File: config.mk
export PLATFORM = sky130hd
export DESIGN_NAME = gmuf_cfg
export DESIGN_NICKNAME = d
export VERILOG_FILES = /design/src/hw/rtl/gmuf_pkg.sv /design/src/hw/rtl/gmuf_cfg.sv
export SDC_FILE = /design/constraint.sdc
export NUM_CORES = 1
export LEC_CHECK = 0
export ABC_AREA = 1
export ABC_CLOCK_PERIOD_IN_PS = 5000
export BUFFER_PORTS_ARGS = -buffer_cell sky130_fd_sc_hd__buf_2
export CAP_MARGIN = 20
export CORE_MARGIN = 2
export CORE_UTILIZATION = 46
export CTS_CLUSTER_SIZE = 28
export DETAILED_ROUTE_END_ITERATION = 8
export PLACE_DENSITY = 0.71
export SLEW_MARGIN = 20
export SYNTH_ARGS = -nofsm -noshare
export SYNTH_HDL_FRONTEND = slang
export SYNTH_SLANG_ARGS = --single-unit
export TNS_END_PERCENT = 30
File: constraint.sdc
create_clock -name clk -period 5 [get_ports clk]
set_input_delay 0.25 -clock clk [delete_from_list [all_inputs] [get_ports clk]]
set_output_delay 0.25 -clock clk [all_outputs]
set_load 0.01 [all_outputs]
File: src/hw/rtl/gmuf_pkg.sv
// shared types, constants and codes for the grid maze union-find block
package gmuf_pkg;

  localparam int DEF_MAX_ROWS = 32;
  localparam int DEF_MAX_COLS = 32;

  localparam int DIM_W    = 6;
  localparam int COORD_W  = 5;
  localparam int COUNT_W  = 10;
  localparam int TARGET_W = 2 * DIM_W;
  localparam int CFG_AW   = 3;
  localparam int CFG_DW   = 32;

  localparam logic [COUNT_W-1:0] COUNT_MAX = {COUNT_W{1'b1}};

  // register index taken from the word address
  localparam logic REG_GRID_ROWS = 1'b0;
  localparam logic REG_GRID_COLS = 1'b1;

  localparam logic [DIM_W-1:0] RST_GRID_ROWS = DIM_W'(32);
  localparam logic [DIM_W-1:0] RST_GRID_COLS = DIM_W'(32);

  typedef enum logic [1:0] {
    ST_ACCEPTED = 2'd0,
    ST_SAME     = 2'd1,
    ST_OFF_GRID = 2'd2,
    ST_COMPLETE = 2'd3
  } status_t;

  // clamped grid size and spanning tree edge target
  typedef struct packed {
    logic [DIM_W-1:0]    rows;
    logic [DIM_W-1:0]    cols;
    logic [TARGET_W-1:0] target;
  } grid_cfg_t;

endpackage

File: src/hw/rtl/gmuf_cfg.sv
// configuration registers with clamping and tree target
module gmuf_cfg #(
  parameter int MAX_ROWS = gmuf_pkg::DEF_MAX_ROWS,
  parameter int MAX_COLS = gmuf_pkg::DEF_MAX_COLS
) (
  input  logic                          clk,
  input  logic                          rst_n,
  input  logic                          cfg_psel,
  input  logic                          cfg_penable,
  input  logic                          cfg_pwrite,
  input  logic [gmuf_pkg::CFG_AW-1:0]   cfg_paddr,
  input  logic [gmuf_pkg::CFG_DW-1:0]   cfg_pwdata,
  output logic [gmuf_pkg::CFG_DW-1:0]   cfg_prdata,
  output logic                          cfg_pready,
  output gmuf_pkg::grid_cfg_t           grid_cfg
);

  logic [gmuf_pkg::DIM_W-1:0] rows_r;
  logic [gmuf_pkg::DIM_W-1:0] cols_r;
  logic [gmuf_pkg::DIM_W-1:0] rows_cl;
  logic [gmuf_pkg::DIM_W-1:0] cols_cl;
  logic                       wr_en;
  gmuf_pkg::grid_cfg_t        grid_cfg_r;

  assign cfg_pready = 1'b1;
  assign wr_en      = cfg_psel & cfg_penable & cfg_pwrite & cfg_pready;

  always_ff @(posedge clk) begin
    if (!rst_n) begin
      rows_r <= gmuf_pkg::RST_GRID_ROWS;
      cols_r <= gmuf_pkg::RST_GRID_COLS;
    end else if (wr_en) begin
      unique case (cfg_paddr[2])
        gmuf_pkg::REG_GRID_ROWS: rows_r <= cfg_pwdata[gmuf_pkg::DIM_W-1:0];
        gmuf_pkg::REG_GRID_COLS: cols_r <= cfg_pwdata[gmuf_pkg::DIM_W-1:0];
        default: ;
      endcase
    end
  end

  always_comb begin
    unique case (cfg_paddr[2])
      gmuf_pkg::REG_GRID_ROWS:
        cfg_prdata = {{(gmuf_pkg::CFG_DW-gmuf_pkg::DIM_W){1'b0}}, rows_r};
      gmuf_pkg::REG_GRID_COLS:
        cfg_prdata = {{(gmuf_pkg::CFG_DW-gmuf_pkg::DIM_W){1'b0}}, cols_r};
      default:
        cfg_prdata = '0;
    endcase
  end

  // zero counts as one, anything above the maximum as the maximum
  always_comb begin
    priority if (rows_r == '0)            rows_cl = gmuf_pkg::DIM_W'(1);
    else if (int'(rows_r) > MAX_ROWS)     rows_cl = gmuf_pkg::DIM_W'(MAX_ROWS);
    else                                  rows_cl = rows_r;
    priority if (cols_r == '0)            cols_cl = gmuf_pkg::DIM_W'(1);
    else if (int'(cols_r) > MAX_COLS)     cols_cl = gmuf_pkg::DIM_W'(MAX_COLS);
    else                                  cols_cl = cols_r;
  end

  always_ff @(posedge clk) begin
    grid_cfg_r.rows   <= rows_cl;
    grid_cfg_r.cols   <= cols_cl;
    grid_cfg_r.target <= gmuf_pkg::TARGET_W'(
                           {{gmuf_pkg::DIM_W{1'b0}}, rows_cl} *
                           {{gmuf_pkg::DIM_W{1'b0}}, cols_cl}) - gmuf_pkg::TARGET_W'(1);
  end

  assign grid_cfg = grid_cfg_r;

endmodule

Word level (Yosys, flattened, before mapping)
Cells that the tools add are included.
Cells by class
  $mul: 1
  muxes and demuxes: 5
  bitwise operators: 3
  add/subtract/negate cells: 1
  reduce and logical (&&, ||, !) cells: 4
  shift-type cells: 0
  div/mod/pow operators: 0
  order comparisons: 2
  equal/unequal tests: 0
Operator list (number)
  case mux 32 bit (2 select lines): 1
  two-way mux 6 bit: 4
  greater-than comparator 6 bit, second input constant: 2
  zero test 6 bit: 2
  multiplier 6 x 6 -> 12 bit: 1
  subtractor 12 x 1 -> 12 bit, second input constant: 1
  AND reduction 2 bit: 2
  AND 1 bit: 2
  NOT 1 bit: 1
Word-level totals
  input port bits: 40
  memory bits (read-only): 0
  memories: 0
  bits in latches: 0
  flip-flop bits (word level): 36
  word-level logic and storage cells: 21
  output and inout bits: 57
  bits in writable memories: 0

Logic depth before layout (Yosys ltp)
  word-level depth: 5
  mapped depth: 22
  mapped depth without buffers: 22

Least setup slack after synthesis
Ideal clock, no wire load.
  path type: register -> register
  start point: reg cols_r[5] in the netlist's numbering
  end point: reg grid_cfg_r, in the netlist grid_cfg[8]
  setup slack: 1024 ps
  clock period less this slack: 3976 ps
  data arrival time: 3864 ps
  library setup time: 112 ps
  stages on the path, launching flop included: 20
  buffers on the path: 1
  data required time: 4888 ps
  cells stage by stage: dfxtp_1 > buf_2 > nor2_2 > inv_2 > nor2_1 > fa_1 > inv_1 > fa_1 > inv_1 > fa_1 > inv_1 > fa_1 > inv_1 > ha_1 > a21oi_1 > nor2_1 > nor2_1 > nand2_1 > nand2_1 > nand2_1
Between the ends
  word-level cells in the longest chain between the ends: 5
RTL lines
  from (decl): line gmuf_cfg.sv:19  | logic [gmuf_pkg::DIM_W-1:0] cols_r;
  from (signal assigned): line gmuf_cfg.sv:31  | cols_r <= gmuf_pkg::RST_GRID_COLS;
  from (signal assigned): line gmuf_cfg.sv:35  | gmuf_pkg::REG_GRID_COLS: cols_r <= cfg_pwdata[gmuf_pkg::DIM_W-1:0];
  greater-than comparator 6 bit: line gmuf_cfg.sv:58  | else if (int'(cols_r) > MAX_COLS) cols_cl = gmuf_pkg::DIM_W'(MAX_COLS);
  two-way mux 6 bit: line gmuf_cfg.sv:58
  two-way mux 6 bit (*): line gmuf_cfg.sv:57  | priority if (cols_r == '0) cols_cl = gmuf_pkg::DIM_W'(1);
  via cols_cl (one bit): line gmuf_cfg.sv:21  | logic [gmuf_pkg::DIM_W-1:0] cols_cl;
  multiplier 6 x 6 -> 12 bit (*): line gmuf_cfg.sv:66  | {{gmuf_pkg::DIM_W{1'b0}}, rows_cl} *
  subtractor 12 x 1 -> 12 bit (*): line gmuf_cfg.sv:67  | {{gmuf_pkg::DIM_W{1'b0}}, cols_cl}) - gmuf_pkg::TARGET_W'(1);
  to (decl): line gmuf_cfg.sv:23  | gmuf_pkg::grid_cfg_t grid_cfg_r;
The timed path passes the listed nets; every way through them passes the cells marked *.
A chain may end at the register's enable or synchronous reset.

Worst setup path after layout
  start point: reg rows_r[5] in the netlist's numbering
  end point: reg grid_cfg_r, in the netlist grid_cfg[10]
Between the ends
  word-level cells in the longest chain between the ends: 5
RTL lines
  from (decl): line gmuf_cfg.sv:18  | logic [gmuf_pkg::DIM_W-1:0] rows_r;
  from (signal assigned): line gmuf_cfg.sv:30  | rows_r <= gmuf_pkg::RST_GRID_ROWS;
  from (signal assigned): line gmuf_cfg.sv:34  | gmuf_pkg::REG_GRID_ROWS: rows_r <= cfg_pwdata[gmuf_pkg::DIM_W-1:0];
  greater-than comparator 6 bit: line gmuf_cfg.sv:55  | else if (int'(rows_r) > MAX_ROWS) rows_cl = gmuf_pkg::DIM_W'(MAX_ROWS);
  two-way mux 6 bit: line gmuf_cfg.sv:55
  two-way mux 6 bit (*): line gmuf_cfg.sv:54  | priority if (rows_r == '0) rows_cl = gmuf_pkg::DIM_W'(1);
  via rows_cl (one bit): line gmuf_cfg.sv:20  | logic [gmuf_pkg::DIM_W-1:0] rows_cl;
  multiplier 6 x 6 -> 12 bit (*): line gmuf_cfg.sv:66
  subtractor 12 x 1 -> 12 bit (*): line gmuf_cfg.sv:67
Marks and branches as above.

==> out/qor.txt <==
Outcome - finished, final reports clean
Family with the most delay on the worst path - adder cells
Clk sinks - 36
FMAX - 0.225 GHz
Critical path required time - 5190 ps
Netlist cell types - 25
Critical path's slowest cell - dfxtp_1
Worst min path class - primary input to flip-flop
Fin Setup TNS - 0 ps
Core Area - 5920 sq um
CP peak stage delay - 720 ps
Setup Skew - 16.0 ps
Area growth, synth to finish - 8.93%
Flop pwr share - 0.468
Vias in the first global route - 2104
Drt drc - 0
CP Cell Sequence - nor2_2, inv_1, nor2_1, fa_1, inv_1, fa_1, inv_1, fa_1, inv_1, fa_1, inv_1, ha_1, a21oi_1, nand2_1, nand2_1, nand3_1, nand2_1, nand2_1
GRT overflow - 0
Drt wl/cell - 11.1 microns
Tot GR Track Use - 0.176
Cell area after placement - 2980 sq um
Slew Limit Fails - 0
Min Tclk post-route - 4450 ps
Routed wire length - 5320 microns
Power per cell area - 215 nW/um^2
Final Hold Viols - 0
Post-Synthesis Cells - 366
Most frequent CP cell - inv_1
Final Cycle Share - 0.889
Worst Path Buf+Inv - 5
Drt via density - 4.71
Die Width - 82.3 microns
RSZ-0062 raised after global routing - no
CTS root buf - clkbuf_8
Register area share after synthesis - 0.256
Logic pwr share - 0.193
NetSw - 0.000202 W
# fillers - 595
Critical path peak fanout - 11
Initial Util - 0.476
Clock Latency Late Sink - 300 ps
CTS tree - done
First-pass GRT wire length - 9140 microns
Final setup violation count - 0
Number of DRC markers in iteration 0 - 128
Async SR Flop Fraction - 0
Reg2Reg Setup Slack - 550 ps
Initial antenna violation count - 0
Ys Warns - 0
Row count - 28
# port buffers - 41
Setup crit start kind - flip-flop
Max-cap violations - 0
Clock Path Buffers - 2
Setup bufs post-CTS - 0
Crit path kind - flip-flop to flip-flop
#FFs+latches synth - 36
Top Ports - 97
Critical Path End Type - flip-flop
Vias post-DR - 2266
Most common cell after layout, fill and taps aside - nand2_1
Dominant synthesized flop cell - dfxtp_1
Die ar. - 6770 sq um
CP arrival - 4640 ps
Final net count - 493
Clock share of power - 0.339
Headroom to the max-slew limit - 0.586
Resized cells post-CTS - 0
Final instance area - 3070 sq um
Hold buffers post-CTS - 0
Commonest cells after routing, fill and taps aside - 72 x nand2_1, 60 x inv_1, 41 x buf_2
Sw Share - 0.305
CTS HTree Levels - 2
Cell Area, Synth - 2820 sq um
Actual slew at the worst max-slew pin - 621 ps
Synth Area per Inst - 7.70 sq um
P_int - 0.000460 W
Cts bufs inserted - 5
Antenna diodes - 0
EDFF count, synth - 0
Initial DRT Pass Iterations - 4
Peak VDD IR - 0.000106 V
Largest net degree at the start of global routing - 15
Leak Pwr - 1.62 nW
Layout cell share with drive strength beyond 1 - 0.197
Gp weighted congestion - 0.858
Detail Placement HPWL - 4230 microns
Post-route ant nets - 0
Die Y - 82.3 microns
Clk slew on worst S/H paths - 70 ps
[logic make-up (layout without fill, tap and decap cells)]
kind of cell / Yosys count / count (layout) / synth area share
DFF: 36 / 36 / 0.256
AOI/OAI and AO/OA: 34 / 34 / 0.0724
other: 2 / 27 / 0.00267
buffers and inverters: 107 / 122 / 0.181
and+or+nand+nor: 134 / 134 / 0.212
xor gates and xnor gates: 5 / 5 / 0.0155
adders and majority gates: 48 / 48 / 0.261
[synth_stat cells, types with 2 or more instances]
library cell  number  area, sq um
nand2_1           72          270
inv_1             60          225
dfxtp_1           36          721
ha_1              30          375
nor2_1            30          113
buf_4             28          210
fa_1              18          360
o21ai_0           17         85.1
a21oi_1           14         70.1
inv_2             13         48.8
nand3_1           13         65.1
nor2_2             6         37.5
nand2_2            5         31.3
clkbuf_1           4         15.0
xor2_1             4         35.0
a21oi_4            3         48.8
nand4_1            3         18.8
buf_2              2         10.0
conb_1             2         7.51
[power by group through the flow]
| stage | Combinational, W | Clock (W) | Sequential, W |
|---|---|---|---|
| 3_5_place_dp | 0.000127 | 0 | 0.000316 |
| 2_1_floorplan | 0.000104 | 0 | 0.000320 |
| 6_report | 0.000128 | 0.000224 | 0.000309 |
| 3_3_place_gp | 0.000124 | 0 | 0.000316 |
| 5_1_grt | 0.000148 | 0.000240 | 0.000311 |
| 4_1_cts | 0.000128 | 0.000232 | 0.000310 |
[flip-flops by register name, indices dropped and copies added, names as in the netlist]
signal / cells
grid_cfg: 24
cols_r: 6
rows_r: 6
[per-layer routing]
metal | vias up | GRT usage | wire length (microns)
met5 | - | 0 | 0
met4 | 0 | 0.0683 | 105
met3 | 11 | 0.0326 | 291
met2 | 68 | 0.306 | 2620
met1 | 1056 | 0.215 | 2300
li1 | 1131 | - | -
[per-stage QoR]
step	setup WS [ps]	cells	total power (W)	hold slack (ps)	util
after floorplan	1020	391	0.000424	363	-
after global placement	603	473	0.000440	471	0.503
final	553	481	0.000661	185	0.518
after CTS	535	481	0.000670	175	0.518
after detailed placement	500	473	0.000443	478	0.503
after global routing	252	481	0.000700	187	0.518
[layout make-up]
| class | count | area [sq um] | area share |
|---|---|---|---|
| Timing Repair Buffer | 41 | 205 | 0.0669 |
| Inverter | 73 | 274 | 0.0893 |
| Clock buffer | 7 | 86.3 | 0.0281 |
| Clock inverter | 1 | 7.51 | 0.00245 |
| Tap cell | 75 | 93.8 | 0.0306 |
| Sequential cell | 36 | 721 | 0.235 |
| Multi-Input combinational cell | 248 | 1680 | 0.548 |
[worst paths after layout]
check | cells past startpoint | from | to
max reg2reg | 18 | rows_r[5] | grid_cfg[10]
max | 18 | rows_r[5] | grid_cfg[10]
min reg2reg | 2 | cols_r[3] | cols_r[3]
min | 3 | cfg_pwdata[5] | cols_r[5]
[worst reg2reg max path: stages (launching register included)]
cell and delay (ps):
dfxtp_1 720, nor2_2 160, inv_1 160, nor2_1 90
fa_1 530, inv_1 50, fa_1 470, inv_1 50
fa_1 520, inv_1 60, fa_1 540, inv_1 40
ha_1 340, a21oi_1 280, nand2_1 90, nand2_1 90
nand3_1 70, nand2_1 60, nand2_1 40
Note: power is estimated with default switching activity, not from simulation.
