## src/hw/rtl/gmuf_pkg.sv

```systemverilog
// shared types, constants and codes for the grid maze union-find block
package gmuf_pkg;

  localparam int DEF_MAX_ROWS = 32;
  localparam int DEF_MAX_COLS = 32;

  localparam int DIM_W    = 6;
  localparam int COORD_W  = 5;
  localparam int COUNT_W  = 10;
  localparam int TARGET_W = 2 * DIM_W;
  localparam int CFG_AW   = 3;
  localparam int CFG_DW   = 32;

  localparam logic [COUNT_W-1:0] COUNT_MAX = {COUNT_W{1'b1}};

  // register index taken from the word address
  localparam logic REG_GRID_ROWS = 1'b0;
  localparam logic REG_GRID_COLS = 1'b1;

  localparam logic [DIM_W-1:0] RST_GRID_ROWS = DIM_W'(32);
  localparam logic [DIM_W-1:0] RST_GRID_COLS = DIM_W'(32);

  typedef enum logic [1:0] {
    ST_ACCEPTED = 2'd0,
    ST_SAME     = 2'd1,
    ST_OFF_GRID = 2'd2,
    ST_COMPLETE = 2'd3
  } status_t;

  // clamped grid size and spanning tree edge target
  typedef struct packed {
    logic [DIM_W-1:0]    rows;
    logic [DIM_W-1:0]    cols;
    logic [TARGET_W-1:0] target;
  } grid_cfg_t;

endpackage

```

## src/hw/rtl/gmuf_ctrl.sv

```systemverilog
// sequencer: memory clear sweep, root walks, link write-back and result register
module gmuf_ctrl #(
  parameter int MAX_ROWS = gmuf_pkg::DEF_MAX_ROWS,
  parameter int MAX_COLS = gmuf_pkg::DEF_MAX_COLS,
  parameter int AW       = 10
) (
  input  logic                           clk,
  input  logic                           rst_n,
  input  gmuf_pkg::grid_cfg_t            grid_cfg,
  input  logic                           in_valid,
  output logic                           in_stall,
  input  logic [gmuf_pkg::COORD_W-1:0]   in_cell_row,
  input  logic [gmuf_pkg::COORD_W-1:0]   in_cell_col,
  input  logic                           in_toward_down,
  output logic                           out_valid,
  input  logic                           out_stall,
  output logic [1:0]                     out_edge_status,
  output logic [gmuf_pkg::COUNT_W-1:0]   out_accepted_count,
  output logic                           out_tree_complete,
  output logic                           mem_we,
  output logic [AW-1:0]                  mem_waddr,
  output logic [AW-1:0]                  mem_wdata,
  output logic [AW-1:0]                  mem_raddr,
  input  logic [AW-1:0]                  mem_rdata
);

  localparam int CELL_COUNT = MAX_ROWS * MAX_COLS;
  localparam logic [AW-1:0] LAST_IDX = AW'(CELL_COUNT - 1);

  typedef enum logic [2:0] {
    S_CLEAR,
    S_IDLE,
    S_CHECK,
    S_WALK_A,
    S_WALK_B,
    S_DONE
  } state_t;

  state_t                           state_r;
  logic [AW-1:0]                    clr_idx_r;
  logic [gmuf_pkg::COORD_W-1:0]     row_r;
  logic [gmuf_pkg::COORD_W-1:0]     col_r;
  logic                             down_r;
  logic [AW-1:0]                    idx_a_r;
  logic [AW-1:0]                    idx_b_r;
  logic [AW-1:0]                    cur_r;
  logic [AW-1:0]                    root_a_r;
  logic [gmuf_pkg::COUNT_W-1:0]     edges_taken_r;
  gmuf_pkg::status_t                status_r;
  logic                             out_valid_r;
  gmuf_pkg::status_t                out_status_r;
  logic [gmuf_pkg::COUNT_W-1:0]     out_count_r;
  logic                             out_complete_r;

  logic                             in_take;
  logic                             out_free;
  logic                             at_root;
  logic [gmuf_pkg::DIM_W-1:0]       row2;
  logic [gmuf_pkg::DIM_W-1:0]       col2;
  logic                             off_grid;
  logic                             is_complete;

  assign in_stall = (state_r != S_IDLE);
  assign in_take  = in_valid & ~in_stall;
  assign out_free = ~out_valid_r | ~out_stall;
  assign at_root  = (mem_rdata == cur_r);

  assign row2 = {1'b0, row_r} + gmuf_pkg::DIM_W'(down_r);
  assign col2 = {1'b0, col_r} + gmuf_pkg::DIM_W'(!down_r);
  assign off_grid = ({1'b0, row_r} >= grid_cfg.rows) | ({1'b0, col_r} >= grid_cfg.cols) |
                    (row2 >= grid_cfg.rows) | (col2 >= grid_cfg.cols);
  assign is_complete = {{(gmuf_pkg::TARGET_W-gmuf_pkg::COUNT_W){1'b0}}, edges_taken_r}
                       >= grid_cfg.target;

  // read address follows the walk so each cycle checks one link
  always_comb begin
    unique case (state_r)
      S_CHECK:  mem_raddr = idx_a_r;
      S_WALK_A: mem_raddr = at_root ? idx_b_r : mem_rdata;
      S_WALK_B: mem_raddr = mem_rdata;
      default:  mem_raddr = cur_r;
    endcase
  end

  always_comb begin
    mem_we    = 1'b0;
    mem_waddr = root_a_r;
    mem_wdata = cur_r;
    unique case (state_r)
      S_CLEAR: begin
        mem_we    = 1'b1;
        mem_waddr = clr_idx_r;
        mem_wdata = clr_idx_r;
      end
      S_WALK_B: begin
        mem_we = at_root & (cur_r != root_a_r);
      end
      default: ;
    endcase
  end

  always_ff @(posedge clk) begin
    if (!rst_n) begin
      state_r       <= S_CLEAR;
      clr_idx_r     <= '0;
      edges_taken_r <= '0;
      out_valid_r   <= 1'b0;
    end else begin
      // in S_DONE the result register is either loaded or held below
      if (out_valid_r && !out_stall && state_r != S_DONE) begin
        out_valid_r <= 1'b0;
      end
      unique case (state_r)
        S_CLEAR: begin
          clr_idx_r <= clr_idx_r + AW'(1);
          if (clr_idx_r == LAST_IDX) begin
            state_r <= S_IDLE;
          end
        end
        S_IDLE: begin
          if (in_take) begin
            row_r   <= in_cell_row;
            col_r   <= in_cell_col;
            down_r  <= in_toward_down;
            idx_a_r <= AW'(int'(in_cell_row) * MAX_COLS + int'(in_cell_col));
            idx_b_r <= AW'((int'(in_cell_row) + int'(in_toward_down)) * MAX_COLS +
                           int'(in_cell_col) + int'(!in_toward_down));
            state_r <= S_CHECK;
          end
        end
        S_CHECK: begin
          cur_r <= idx_a_r;
          priority if (off_grid) begin
            status_r <= gmuf_pkg::ST_OFF_GRID;
            state_r  <= S_DONE;
          end else if (is_complete) begin
            status_r <= gmuf_pkg::ST_COMPLETE;
            state_r  <= S_DONE;
          end else begin
            state_r <= S_WALK_A;
          end
        end
        S_WALK_A: begin
          if (at_root) begin
            root_a_r <= cur_r;
            cur_r    <= idx_b_r;
            state_r  <= S_WALK_B;
          end else begin
            cur_r <= mem_rdata;
          end
        end
        S_WALK_B: begin
          if (at_root) begin
            if (cur_r != root_a_r) begin
              status_r <= gmuf_pkg::ST_ACCEPTED;
              if (edges_taken_r != gmuf_pkg::COUNT_MAX) begin
                edges_taken_r <= edges_taken_r + gmuf_pkg::COUNT_W'(1);
              end
            end else begin
              status_r <= gmuf_pkg::ST_SAME;
            end
            state_r <= S_DONE;
          end else begin
            cur_r <= mem_rdata;
          end
        end
        S_DONE: begin
          if (out_free) begin
            out_valid_r    <= 1'b1;
            out_status_r   <= status_r;
            out_count_r    <= edges_taken_r;
            out_complete_r <= is_complete;
            state_r        <= S_IDLE;
          end
        end
        default: state_r <= S_IDLE;
      endcase
    end
  end

  assign out_valid          = out_valid_r;
  assign out_edge_status    = out_status_r;
  assign out_accepted_count = out_count_r;
  assign out_tree_complete  = out_complete_r;

endmodule

```

## config.mk

```make
export PLATFORM = sky130hd
export DESIGN_NAME = gmuf_ctrl
export DESIGN_NICKNAME = d
export VERILOG_FILES = /design/src/hw/rtl/gmuf_pkg.sv /design/src/hw/rtl/gmuf_ctrl.sv
export SDC_FILE = /design/constraint.sdc
export NUM_CORES = 1
export LEC_CHECK = 0
export BUFFER_PORTS_ARGS = -buffer_cell sky130_fd_sc_hd__buf_2
export CORE_MARGIN = 1
export CORE_UTILIZATION = 50
export DETAILED_ROUTE_END_ITERATION = 8
export GPL_TIMING_DRIVEN = 1
export PLACE_DENSITY = 0.77
export SLEW_MARGIN = 20
export SYNTH_ARGS = -nofsm -noshare
export SYNTH_HDL_FRONTEND = slang
export SYNTH_SLANG_ARGS = --single-unit
```

## constraint.sdc

```tcl
create_clock -name clk -period 5 [get_ports clk]
set_input_delay 0.25 -clock clk [delete_from_list [all_inputs] [get_ports clk]]
set_output_delay 0.25 -clock clk [all_outputs]
set_load 0.005 [all_outputs]
```

After elaboration in Yosys (flattened, before gate mapping)
Index checks and enable logic that the tools add are counted.
{"block": "totals", "regBits": 90, "in_bits": 49, "output_inout_bits": 46, "wordCells": 93}
{"block": "classes", "add_sub_neg": 8, "n_lt_le_gt_ge": 5, "eq_ne": 18, "mux": 23, "bitwise": 9, "n_reduce_logical": 15}
{"operator": "one-hot mux 10 bit (3 select lines)", "count": 2}
{"operator": "two-way mux 10 bit", "count": 4}
{"operator": "two-way mux 3 bit", "count": 7}
{"operator": "adder 10 x 1 -> 10 bit (second input constant)", "count": 2}
{"operator": "adder 10 x 5 -> 10 bit", "count": 2}
{"operator": "one-hot mux 3 bit (6 select lines)", "count": 1}
{"operator": "adder 5 x 1 -> 6 bit", "count": 2}
{"operator": ">= comparator 10 x 12 -> 1 bit", "count": 1}
{"operator": ">= comparator 5 x 6 -> 1 bit", "count": 2}
{"operator": ">= comparator 6 bit", "count": 2}
{"operator": "inequality test 2 bit (second input constant)", "count": 6}
{"operator": "AND reduction 3 bit", "count": 4}
{"operator": "adder 10 x 1 -> 10 bit", "count": 1}
{"operator": "== test 10 bit", "count": 1}
{"operator": "== test 10 bit (second input constant)", "count": 1}
{"operator": "inequality test 10 bit", "count": 1}
{"operator": "inequality test 10 bit (second input constant)", "count": 1}
{"operator": "AND reduction 4 bit", "count": 2}
{"operator": "== test 3 x 2 -> 1 bit (second input constant)", "count": 2}
{"operator": "== test 3 bit (second input constant)", "count": 2}
{"operator": "two-way mux 2 bit", "count": 3}
{"operator": "inequality test 3 bit (second input constant)", "count": 2}
{"operator": "adder 5 x 1 -> 5 bit", "count": 1}
{"operator": "AND reduction 5 bit", "count": 1}
{"operator": "other kinds (13)", "count": 25}

Longest topological paths before layout
Gate-level depths: netlist of run 1.
{"block": "logic_depth", "word_depth": 6, "mapped_depth": 12, "depth_no_buf": 12}

Worst setup path before layout of run 1
OpenSTA, ideal clock, no wires.
{"block": "synth_timing", "path_kind": "reg-to-reg", "from": "register col_r[0] (netlist name)", "to": "register state_r[2]", "setup_ps": 122, "arrival_time_ps": 2305, "required_time_ps": 4878, "setup_slack_ps": 2574, "stages_incl_launch_ff": 12, "n_path_buf": 0, "synth_period_minus_slack_ps": 2426, "path_cell_list": "edfxtp_1 -> ha_1 -> ha_1 -> nand3_1 -> xnor2_1 -> ha_1 -> nand2_1 -> o32a_1 -> o221ai_1 -> nor4_1 -> nand3_1 -> o311a_1"}
{"block": "synth_via", "elab_chain_len": 6, "elab_cells_between_ends": 8, "classes_between": "1 x add/sub; 2 x order compare; 2 x mux; 3 x bitwise"}
{"element": "start, declared", "line": "gmuf_ctrl.sv:42", "rtl": "logic [gmuf_pkg::COORD_W-1:0] col_r;"}
{"element": "start signal, assigned", "line": "gmuf_ctrl.sv:123", "rtl": "col_r <= in_cell_col;"}
{"element": "parallel branches: the longest is 3 deep, another holds adder 5 x 1 -> 6 bit"}
{"element": "OR 1 bit (*)", "line": "gmuf_ctrl.sv:71", "rtl": "(row2 >= grid_cfg.rows) | (col2 >= grid_cfg.cols);"}
{"element": "two-way mux 3 bit (*)", "line": "gmuf_ctrl.sv:133", "rtl": "priority if (off_grid) begin"}
{"element": "one-hot mux 3 bit (6 select lines) (*)", "line": "gmuf_ctrl.sv:113", "rtl": "unique case (state_r)"}
{"element": "end signal, assigned", "line": "gmuf_ctrl.sv:117", "rtl": "state_r <= S_IDLE;"}
{"element": "end signal, assigned", "line": "gmuf_ctrl.sv:135", "rtl": "state_r <= S_DONE;"}
{"element": "end signal, assigned", "line": "gmuf_ctrl.sv:138", "rtl": "state_r <= S_DONE;"}
{"element": "end, declared", "line": "gmuf_ctrl.sv:39", "rtl": "state_t state_r;"}
Every way passes the cells marked *.
A chain may end at the register's enable or synchronous reset.

Worst setup path in the final report of run 1
{"block": "layout_timing", "from": "register cur_r[4]", "to": "output mem_raddr[5]"}
{"block": "layout_via", "elab_chain_len": 3}
{"element": "start, declared", "line": "gmuf_ctrl.sv:46", "rtl": "logic [AW-1:0] cur_r;"}
{"element": "start signal, assigned", "line": "gmuf_ctrl.sv:132", "rtl": "cur_r <= idx_a_r;"}
{"element": "start signal, assigned", "line": "gmuf_ctrl.sv:146", "rtl": "cur_r <= idx_b_r;"}
{"element": "start signal, assigned", "line": "gmuf_ctrl.sv:149", "rtl": "cur_r <= mem_rdata;"}
{"element": "== test 10 bit", "line": "gmuf_ctrl.sv:66", "rtl": "assign at_root = (mem_rdata == cur_r);"}
{"element": "two-way mux 10 bit", "line": "gmuf_ctrl.sv:79", "rtl": "S_WALK_A: mem_raddr = at_root ? idx_b_r : mem_rdata;"}
{"element": "one-hot mux 10 bit (3 select lines)", "line": "gmuf_ctrl.sv:77", "rtl": "unique case (state_r)"}
{"element": "end, declared", "line": "gmuf_ctrl.sv:23", "rtl": "output logic [AW-1:0] mem_raddr,"}
No other way between the ends.

==> results of run 1 <==
[power groups by stage]
stage / Clock, mW / Combinational, mW / Sequential [mW]
2_1_floorplan: 0 / 0.0497 / 0.722
6_report: 0.564 / 0.0924 / 0.708
3_5_place_dp: 0 / 0.0919 / 0.723
5_1_grt: 0.600 / 0.105 / 0.708
3_3_place_gp: 0 / 0.0871 / 0.722
4_1_cts: 0.570 / 0.0926 / 0.707
[worst min path at each step]
stage	to	slack, ns	cells past startpoint
floorplan	col_r[0]	0.35	0
global placement	out_edge_status[0]	0.44	0
detailed placement	out_edge_status[0]	0.45	0
CTS	col_r[0]	0.08	1
global route	row_r[4]	0.08	1
finish	col_r[0]	0.09	1
[state kept, by name (all words and copies together), names as in the netlist]
register	count
out_accepted_count	10
out_valid	1
edges_taken_r	10
col_r	4
down_r	1
idx_a_r	1
out_edge_status	2
cur_r	10
root_a_r	10
clr_idx_r	10
idx_b_r	10
row_r	5
status_r	2
out_tree_complete	1
state_r	3
[layer usage]
metal / share of wire [%] / wire length (um) / GRT usage (%) / vias to the layer above
met5: 0 / 0 / 0 / -
met4: 2.5 / 293 / 10.3 / 0
met3: 7.4 / 870 / 4.92 / 26
met2: 46 / 5440 / 37.3 / 185
met1: 44 / 5090 / 30.6 / 1932
li1: - / - / - / 2038
[critical path, stage by stage, from the launching register on]
cell and delay, ns:
edfxtp_1 0.51, xor2_1 0.20, nor4_1 0.32, nand4_1 0.47, a31o_4 0.49, a221o_1 0.39
buf_2 0.14
[area by class of cell]
type	count	area, um^2	share of cell area [%]
multi-input cells	371	2560	44.4
clock buffers	11	131	2.27
flip-flops and latches	80	2160	37.4
well taps	133	166	2.88
clock inverters	5	104	1.80
repair buffers	96	485	8.40
inverters	44	165	2.86
[layout by cell type, fill, tap and decap left out, types with 4 or more instances in the layout]
cell,Yosys,final
edfxtp_1,56,56
mux2i_1,6,6
nor3_1,7,6
nor2b_1,4,4
a22oi_1,11,11
xor2_1,22,22
nand2b_1,11,11
inv_1,43,43
and3_1,6,6
and4_1,5,5
a21oi_1,42,42
nand2_1,79,79
dfxtp_1,24,24
a221o_1,10,10
o21ai_0,5,5
ha_1,44,44
nand3_1,14,14
a222oi_1,11,11
nor4_1,5,5
nor2_1,24,24
buf_2,5,94
clkbuf_8,0,9
nand4_1,10,10
xnor2_1,22,22
[logic make-up after synthesis]
group	Yosys count
and+or+nand+nor	174
buffers and inverters	67
xor gates and xnor gates	44
muxes	7
adders and majority gates	44
DFF	80
AOI/OAI and AO/OA	102
==> reports/results.md, run 1 <==
| Item | Reported | Unit |
|:---|:---|:---|
| Outcome | completed | - |
| Height of the die | 102 | um |
| Clock sink count | 80 | - |
| Maximum clock path buffer count | 2 | - |
| Later-pin clock latency in the skew report | 0.36 | ns |
| Number of enable-type register cells in the synthesized netlist | 56 | - |
| Post-synthesis area per instance | 9.65 | um^2 |
| Startpoint types | register | - |
| Setup slack of the most critical reg-to-reg path | 2.11 | ns |
| Tcrit/Tclk final | 62.6 | % |
| Number of diodes added for antenna fixing | 0 | - |
| Util after Layout | 59.4 | % |
| CTS clk-pin slew, worst paths | 0.08 | ns |
| Vias | 4181 | - |
| Routed Wire Length | 11.7 | mm |
| Dominant cell by count in the synthesized netlist | nand2_1 | - |
| Fraction of registers with async set or reset after synthesis | 0 | % |
| CTS Buf Count | 9 | - |
| Nature of the critical path endpoint | output port | - |
| 1st-pass router iterations | 8 | - |
| Termination of the worst setup path | mem_raddr[5] | - |
| Total DRC errors in the routed layout | 0 | - |
| Most numerous cell types in the synthesized netlist | nand2_1, edfxtp_1, ha_1 | - |
| Unrepaired setup endpoints after global routing | false | - |
| CTS HTree Levels | 3 | - |
| Hold_sp | in_cell_col[0] | - |
| Cell Count Post-Placement | 724 | - |
| Post-CTS Hold Buffers | 0 | - |
| Worst Max-Slew Pin Slew | 1.00 | ns |
| Cell type with the highest aggregate area in the netlist | edfxtp_1 | - |
| Max-capacitance violation count | 0 | - |
| Number of nets with antenna violations after routing | 0 | - |
| Vias in the first global route | 3997 | - |
| Global-route wire length before repair | 18.6 | mm |
| Number of vias per cell | 5.65 | - |
| Total design power | 1.36 | mW |
| Basic-gate share of the synthesized area counting and, or, nand and nor cells | 16.5 | % |
| Switching Share | 20.8 | % |
| Cell row count | 36 | - |
| Total of flip-flops plus latches after synthesis | 80 | - |
| Master cell of the clock root buffer | clkbuf_8 | - |
| Starting density of the core | 51.4 | % |
| Dpl hpwl | 8.82 | mm |
| Leakage power | 2.61 | nW |
| Finished Layout Cells | 740 | - |
| Number of hold-slack violations in the final timing report | 0 | - |
| Number of top-level pins | 95 | - |
| Iter 0 DRT Violations | 393 | - |
| Maximum achievable frequency | 319 | MHz |
| Setup skew after layout | 0.00956 | ns |
| R2R cell count | 4 | - |
| Synth top area cells | edfxtp_1, ha_1, dfxtp_1 | - |
| Total die area | 10400 | um^2 |
| Post-CTS Setup Bufs | 0 | - |
| Synthesis warning total | 0 | - |
| Main combinational cell family by area after synthesis | simple AND/OR/NAND/NOR gates | - |
| Cell area after placement | 5540 | um^2 |
| Relative contribution of the clock network to total power | 41.4 | % |
| Fill cells | 844 | - |
| Share of power burned in combinational logic | 6.8 | % |
| Post-synthesis cell count | 518 | - |
| Share of the synthesized area in compound gates (AO/OA/AOI/OAI) | 14.5 | % |
| Synthesized Nets | 611 | - |
| Sequential share of the synthesized area | 43.2 | % |
| GRT overflow | 0 | - |
| Most used DFF post-synth | edfxtp_1 | - |
| Drt wl/cell | 15.8 | um |
| CTS tree | yes | - |
| Internal cell power | 1.08 | mW |
| Port Buffer Count | 94 | - |
| Worst path setup slack after routing | 1.87 | ns |
| Post-route cell area | 5780 | um^2 |
| Share of the synthesized area in the top cell type | 33.6 | % |
| Placer congestion estimate | 0.897 | - |
| Reg-to-reg critical path endpoint | cur_r[3] | - |
| Time the worst path needs with I/O delays and setup | 3.13 | ns |
| Die W | 102 | um |
| Count of nets after finishing | 695 | - |
| Total negative setup slack | 0 | ns |
| Count of final max-slew check failures | 0 | - |
| Required time of the critical path | 4.75 | ns |
| Post-Synthesis Cell Area | 5000 | um^2 |
| Final setup violation count | 0 | - |
| FF-to-FF Start | state_r[2] | - |
| Adder-cell share of the synthesized area | 11.0 | % |
| Largest fanout of any net on the critical path | 20 | - |
| Source of the critical timing path | cur_r[4] | - |
| Gates resized, CTS repair | 0 | - |
| Max-Slew Margin vs Limit | 33.3 | % |
| Standard cell core area | 9730 | um^2 |
| Worst hold slack | 0.0905 | ns |
| Worst min-delay path class | in -> reg | - |
| Pin count of the biggest net entering global routing | 30 | - |
| Multiplexer fraction of the synthesized cell area | 1.43 | % |
| Share of post-route cells with drive strength above 1 | 18.9 | % |
| Proportion of power drawn by flip-flops and latches | 51.9 | % |
| GRT Util Overall | 23.3 | % |
| Pwr dens | 236 | nW/um^2 |
| Worst setup path class | reg -> out | - |
| Antenna violations before repair | 0 | - |
| Layout overhead on the synthesized area | 15.5 | % |
| Parity-gate share of the synthesized area counting xor and xnor cells | 7.71 | % |
| Post-synthesis cell type count | 52 | - |
| Maximum VDD drop | 0.000140 | V |
| CP Data Arrival Time | 2.88 | ns |
| Pre-CTS WS | 1.88 | ns |
| Total net switching power | 284 | uW |
Note: power is estimated with default switching activity, not from simulation.
==> run 2, diff against run 1 <==
Settings changed: ABC_AREA set to 1.
Clock period 5 ns to 3.3 ns, I/O delays scaled along.
==> reports/results.md, run 2 <==
| Item | Reported | Unit | Change |
|:---|:---|:---|:---|
| Synth top area cells | edfxtp_1, nand2_1, ha_1 | - |  |
| GRT overflow | 0 | - | unchanged |
| Post-Synthesis Cell Area | 5190 | um^2 | +3.9% |
| Leakage power | 2.97 | nW | +14% |
| Max-Slew Margin vs Limit | 43.4 | % | +10 points |
| Maximum VDD drop | 0.000211 | V | +51% |
| Number of vias per cell | 5.15 | - | -8.8% |
| Synthesized Nets | 733 | - | +20% |
| Total die area | 10800 | um^2 | +3.8% |
| 1st-pass router iterations | 5 | - | -3 |
| Vias in the first global route | 4338 | - | +8.5% |
| Total design power | 1.92 | mW | +41% |
| Number of nets with antenna violations after routing | 0 | - | unchanged |
| Maximum clock path buffer count | 2 | - | unchanged |
| Number of diodes added for antenna fixing | 0 | - | unchanged |
| Number of top-level pins | 95 | - | unchanged |
| Clock sink count | 80 | - | unchanged |
| Maximum achievable frequency | 394 | MHz |  |
| Util after Layout | 60.6 | % | +1.2 points |
| Count of final max-slew check failures | 0 | - | unchanged |
| Dominant cell by count in the synthesized netlist | nand2_1 | - |  |
| Cell row count | 36 | - | unchanged |
| Master cell of the clock root buffer | clkbuf_8 | - |  |
| Finished Layout Cells | 877 | - | +19% |
| Number of enable-type register cells in the synthesized netlist | 56 | - | unchanged |
| Post-synthesis area per instance | 8.12 | um^2 | -16% |
| Vias | 4520 | - | +8.1% |
| Worst setup path class | reg -> reg | - |  |
| Largest fanout of any net on the critical path | 4 | - | -80% |
| Iter 0 DRT Violations | 280 | - | -29% |
| Pwr dens | 320 | nW/um^2 | +35% |
| Setup skew after layout | 0.00970 | ns | +0.000138 ns |
| Time the worst path needs with I/O delays and setup | 2.54 | ns |  |
| Number of hold-slack violations in the final timing report | 0 | - | unchanged |
| Max-capacitance violation count | 0 | - | unchanged |
| CTS HTree Levels | 3 | - | unchanged |
| Share of the synthesized area in the top cell type | 32.4 | % | -1.3 points |
| Die W | 104 | um | +1.9% |
| Sequential share of the synthesized area | 41.6 | % | -1.6 points |
| Synthesis warning total | 0 | - | unchanged |
| Share of post-route cells with drive strength above 1 | 19.5 | % | +0.54 points |
| Post-route cell area | 6000 | um^2 | +3.9% |
| Most common cell after layout, fill and taps aside | nand2_1 | - |  |
| Unrepaired setup endpoints after global routing | false | - |  |
| Post-CTS Setup Bufs | 0 | - | unchanged |
| Starting density of the core | 52.4 | % | +1.0 points |
| Drt wl/cell | 13.6 | um | -14% |
| Placer congestion estimate | 0.861 | - | -3.9% |
| Worst hold slack | 0.0125 | ns | -0.0780 ns |
| CTS Buf Count | 9 | - | unchanged |
| Final setup violation count | 0 | - | unchanged |
| Fraction of registers with async set or reset after synthesis | 0 | % | unchanged |
| CTS tree | yes | - |  |
| Post-synthesis cell type count | 40 | - | -23% |
| Global-route wire length before repair | 19.7 | mm | +5.5% |
| CTS clk-pin slew, worst paths | 0.08 | ns | about the same |
| Dpl hpwl | 9.51 | mm | +7.9% |
| GRT Util Overall | 22.8 | % | -0.54 points |
| Standard cell core area | 9910 | um^2 | +1.9% |
| Most numerous cell types in the synthesized netlist | nand2_1, inv_1, edfxtp_1 | - |  |
| Height of the die | 104 | um | +1.9% |
| Post-synthesis cell count | 640 | - | +24% |
| Tcrit/Tclk final | 76.8 | % |  |
| CP Data Arrival Time | 2.62 | ns | -0.26 ns |
| Nature of the critical path endpoint | register | - |  |
| Worst path setup slack after routing | 0.764 | ns | -1.10 ns |
| Layout overhead on the synthesized area | 15.6 | % | about the same |
| Startpoint types | register | - |  |
| Cell area after placement | 5800 | um^2 | +4.8% |
| Fill cells | 883 | - | +4.6% |
| Most used DFF post-synth | edfxtp_1 | - |  |
| Pin count of the biggest net entering global routing | 32 | - | +6.7% |
| Highest-count cells in the layout ignoring fill and taps | nand2_1, inv_1, buf_2, edfxtp_1, nor2_1 | - |  |
| Cell type with the highest aggregate area in the netlist | edfxtp_1 | - |  |
| Later-pin clock latency in the skew report | 0.36 | ns | about the same |
| Total of flip-flops plus latches after synthesis | 80 | - | unchanged |
| Outcome | completed | - |  |
| Cell Count Post-Placement | 860 | - | +19% |
| Routed Wire Length | 12.0 | mm | +2.4% |
| Total DRC errors in the routed layout | 0 | - | unchanged |
| Port Buffer Count | 94 | - | unchanged |
| Pre-CTS WS | 0.791 | ns | -1.09 ns |
| Antenna violations before repair | 0 | - | unchanged |
| Required time of the critical path | 3.39 | ns | -1.36 ns |
| Worst Max-Slew Pin Slew | 0.846 | ns | -0.155 ns |
| Count of nets after finishing | 832 | - | +20% |
| Total negative setup slack | 0 | ns | unchanged |
| Worst min-delay path class | in -> reg | - |  |
==> run 2: final timing paths <==
kind	depth (start not counted)	slack, ns	startpoint	end
hold / removal	1	0.01	in_cell_col[0]	col_r[0]
hold reg to reg	0	0.43	status_r[0]	out_edge_status[0]
setup reg to reg	16	0.76	col_r[0]	status_r[1]
setup / recovery	16	0.76	col_r[0]	status_r[1]
==> run 2: cell type report <==
class	count	area (um^2)	share of cell area, %
multi-input combinational	441	2570	42.9
clock buffer	12	165	2.75
timing repair buffer	98	503	8.38
inverter	109	409	6.81
clock inverter	4	25.0	0.417
sequential	80	2160	36.0
tap	133	166	2.77
==> run 2: cells by family after synthesis <==
| group | share of synthesized area, % |
|---|---|
| and+or+nand+nor | 26.6 |
| DFF | 41.6 |
| adders and majority gates | 10.6 |
| xor gates and xnor gates | 5.56 |
| buffers and inverters | 8.98 |
| AOI/OAI and AO/OA | 6.60 |
==> run 2: worst max-delay path: stages, from the launching register on <==
cell and delay [ns]:
edfxtp_1 0.45, ha_1 0.23, ha_1 0.22, nand3_1 0.10, xor2_1 0.14, inv_1 0.05, ha_1 0.28, nand2_1 0.08
inv_1 0.04, nand2_1 0.05, nand2_1 0.05, inv_1 0.04, nand2_1 0.04, nor2_1 0.13, nand2_1 0.09, o21bai_1 0.17
a21oi_1 0.12
==> run 2: report_power, final <==
group          switching (mW)  total, mW  internal, mW
logic                  0.0822      0.145        0.0629
registers             0.00326       1.07          1.07
clock network           0.367      0.702         0.336
total                   0.452       1.92          1.47
==> run 2: metal layers <==
metal  GRT usage [%]  vias to the layer above  wire length (um)
met4            10.1                        0               378
met2            41.4                      156              6100
li1                -                     2281                 -
met1            26.0                     2053              4850
met3            4.01                       30               636
met5               0                        -                 0
==> run 2: what timing repair did <==
action                    CTS  global route
hold buffers                1             0
hold endpoints to repair    1             0
resized for setup           0             0
==> run 3, diff against run 2 <==
Settings changed: PLACE_DENSITY 0.77 to 0.8.
Clock period 3.3 ns to 2.1 ns, I/O delays scaled along.
==> reports/results.md, run 3 (synthesis gave the netlist of run 2 again) <==
| Item | Reported | Unit | Change |
|:---|:---|:---|:---|
| Drt wl/cell | 15.4 | um | +13% |
| Total DRC errors in the routed layout | 0 | - | unchanged |
| Placer congestion estimate | 0.844 | - | -2.0% |
| Leakage power | 3.31 | nW | +11% |
| Maximum VDD drop | 0.000356 | V | +69% |
| Time the worst path needs with I/O delays and setup | 2.48 | ns | -0.0563 ns |
| Cell area after placement | 6080 | um^2 | +4.8% |
| Share of post-route cells with drive strength above 1 | 30.6 | % | +11 points |
| Required time of the critical path | 2.16 | ns | -1.23 ns |
| Number of vias per cell | 5.34 | - | +3.6% |
| Number of nets with antenna violations after routing | 0 | - | unchanged |
| Nature of the critical path endpoint | register | - |  |
| Finished Layout Cells | 944 | - | +7.6% |
| Most common cell after layout, fill and taps aside | nand2_1 | - |  |
| Vias | 5039 | - | +11% |
| Met1 demand-to-capacity share in global routing | 27.9 | % | +1.9 points |
| Worst Max-Slew Pin Slew | 0.489 | ns | -0.357 ns |
| GRT Max-Usage Layer | met2 | - |  |
| CTS clk-pin slew, worst paths | 0.08 | ns | about the same |
| CTS Buf Count | 9 | - | unchanged |
| Grt met2 use | 47.2 | % | +5.8 points |
| Count of final max-slew check failures | 0 | - | unchanged |
| Worst setup path class | reg -> reg | - |  |
| Cell Count Post-Placement | 893 | - | +3.8% |
| Worst path setup slack after routing | -0.380 | ns | -1.14 ns |
| Vias in the first global route | 4864 | - | +12% |
| Pin count of the biggest net entering global routing | 29 | - | -9.4% |
| Port Buffer Count | 94 | - | unchanged |
| Pwr dens | 451 | nW/um^2 | +41% |
| Layout overhead on the synthesized area | 31.7 | % |  |
| Number of diodes added for antenna fixing | 0 | - | unchanged |
| Number of hold-slack violations in the final timing report | 0 | - | unchanged |
| Height of the die | 104 | um | unchanged |
| Startpoint types | register | - |  |
| Setup skew after layout | 0.0113 | ns | +0.00159 ns |
| Starting density of the core | 52.4 | % | unchanged |
| 1st-pass router iterations | 7 | - | +2 |
| Outcome | finished, violations left | - |  |
| Failing checks | negative setup slack | - |  |
| Worst hold slack | 0.0837 | ns | +0.0712 ns |
| Worst min-delay path class | in -> reg | - |  |
| Total die area | 10800 | um^2 | unchanged |
| Maximum achievable frequency | 403 | MHz | +2.3% |
| Total negative setup slack | -2.52 | ns | -2.52 ns |
| Global-route wire length before repair | 22.1 | mm | +12% |
| Count of nets after finishing | 899 | - | +8.1% |
| Later-pin clock latency in the skew report | 0.36 | ns | about the same |
| Largest fanout of any net on the critical path | 3 | - | -1 |
| Util after Layout | 69.1 | % | +8.5 points |
| Number of top-level pins | 95 | - | unchanged |
| Pre-CTS WS | -0.439 | ns | -1.23 ns |
| Iter 0 DRT Violations | 323 | - | +15% |
| Antenna violations before repair | 0 | - | unchanged |
| CTS tree | yes | - |  |
| Highest-count cells in the layout ignoring fill and taps | nand2_1, inv_1, buf_2, edfxtp_1, buf_4 | - |  |
| Routed Wire Length | 14.5 | mm | +21% |
| GRT met3 Usage | 5.39 | % | +1.4 points |
| Clock sink count | 80 | - | unchanged |
| Die W | 104 | um | unchanged |
| GRT Util Overall | 25.5 | % | +2.7 points |
| Standard cell core area | 9910 | um^2 | unchanged |
| CP Data Arrival Time | 2.54 | ns | -0.08 ns |
| Max-Slew Margin vs Limit | 67.3 | % | +24 points |
| CTS HTree Levels | 3 | - | unchanged |
| Maximum clock path buffer count | 2 | - | unchanged |
| Cell row count | 36 | - | unchanged |
| Master cell of the clock root buffer | clkbuf_8 | - |  |
| Total design power | 3.09 | mW | +61% |
| GRT overflow | 0 | - | unchanged |
| Post-route cell area | 6840 | um^2 | +14% |
| Dpl hpwl | 10.2 | mm | +7.0% |
| Final setup violation count | 15 | - | +15 |
| Unrepaired setup endpoints after global routing | true | - |  |
| Tcrit/Tclk final | 118 | % | +41 points |
| Max-capacitance violation count | 0 | - | unchanged |
run 3: layer usage:
metal	vias up	part of all wire [%]
met1	2335	37
li1	2422	-
met2	233	52
met3	49	6.9
met4	0	3.5
met5	-	0
run 3: cell type report:
type                            count  area (um^2)
Fill cell                         768         3070
Multi-Input combinational cell    442         2850
Sequential cell                    80         2160
Timing Repair Buffer              164         1070
Inverter                          109          412
Tap cell                          133          166
Clock buffer                       11          131
Clock inverter                      5         57.6
run 3: what timing repair did:
item	in CTS	in global routing
pin swaps	18	16
buffers inserted	11	16
endpoints found under the setup margin	16	19
cloned	0	1
hold endpoints to repair	11	0
hold buffers	11	0
gates resized for setup	33	35
run 3: final timing paths:
check | slack (ns) | cells after the start | endpoint | start
max | -0.38 | 16 | status_r[1] | col_r[0]
min | 0.08 | 3 | cur_r[2] | mem_rdata[2]
max reg2reg | -0.38 | 16 | status_r[1] | col_r[0]
min reg2reg | 0.43 | 0 | out_edge_status[0] | status_r[0]
run 3: where the power goes:
group | internal, mW | switching (mW)
combinational | 0.126 | 0.159
sequential | 1.68 | 0.00536
clock | 0.548 | 0.570
total | 2.35 | 0.734
run 3: critical path, cell delays in order (launching register included):
cell and delay [ns]:
edfxtp_1 0.47, ha_4 0.20, ha_4 0.15, nand3_2 0.07, xor2_1 0.17, inv_1 0.10
ha_4 0.28, nand2_4 0.05, inv_2 0.05, nand2_1 0.05, nand2_1 0.09, inv_1 0.06
nand2_2 0.08, nor2_4 0.04, nand2_2 0.09, o21bai_4 0.07, a21oi_2 0.16
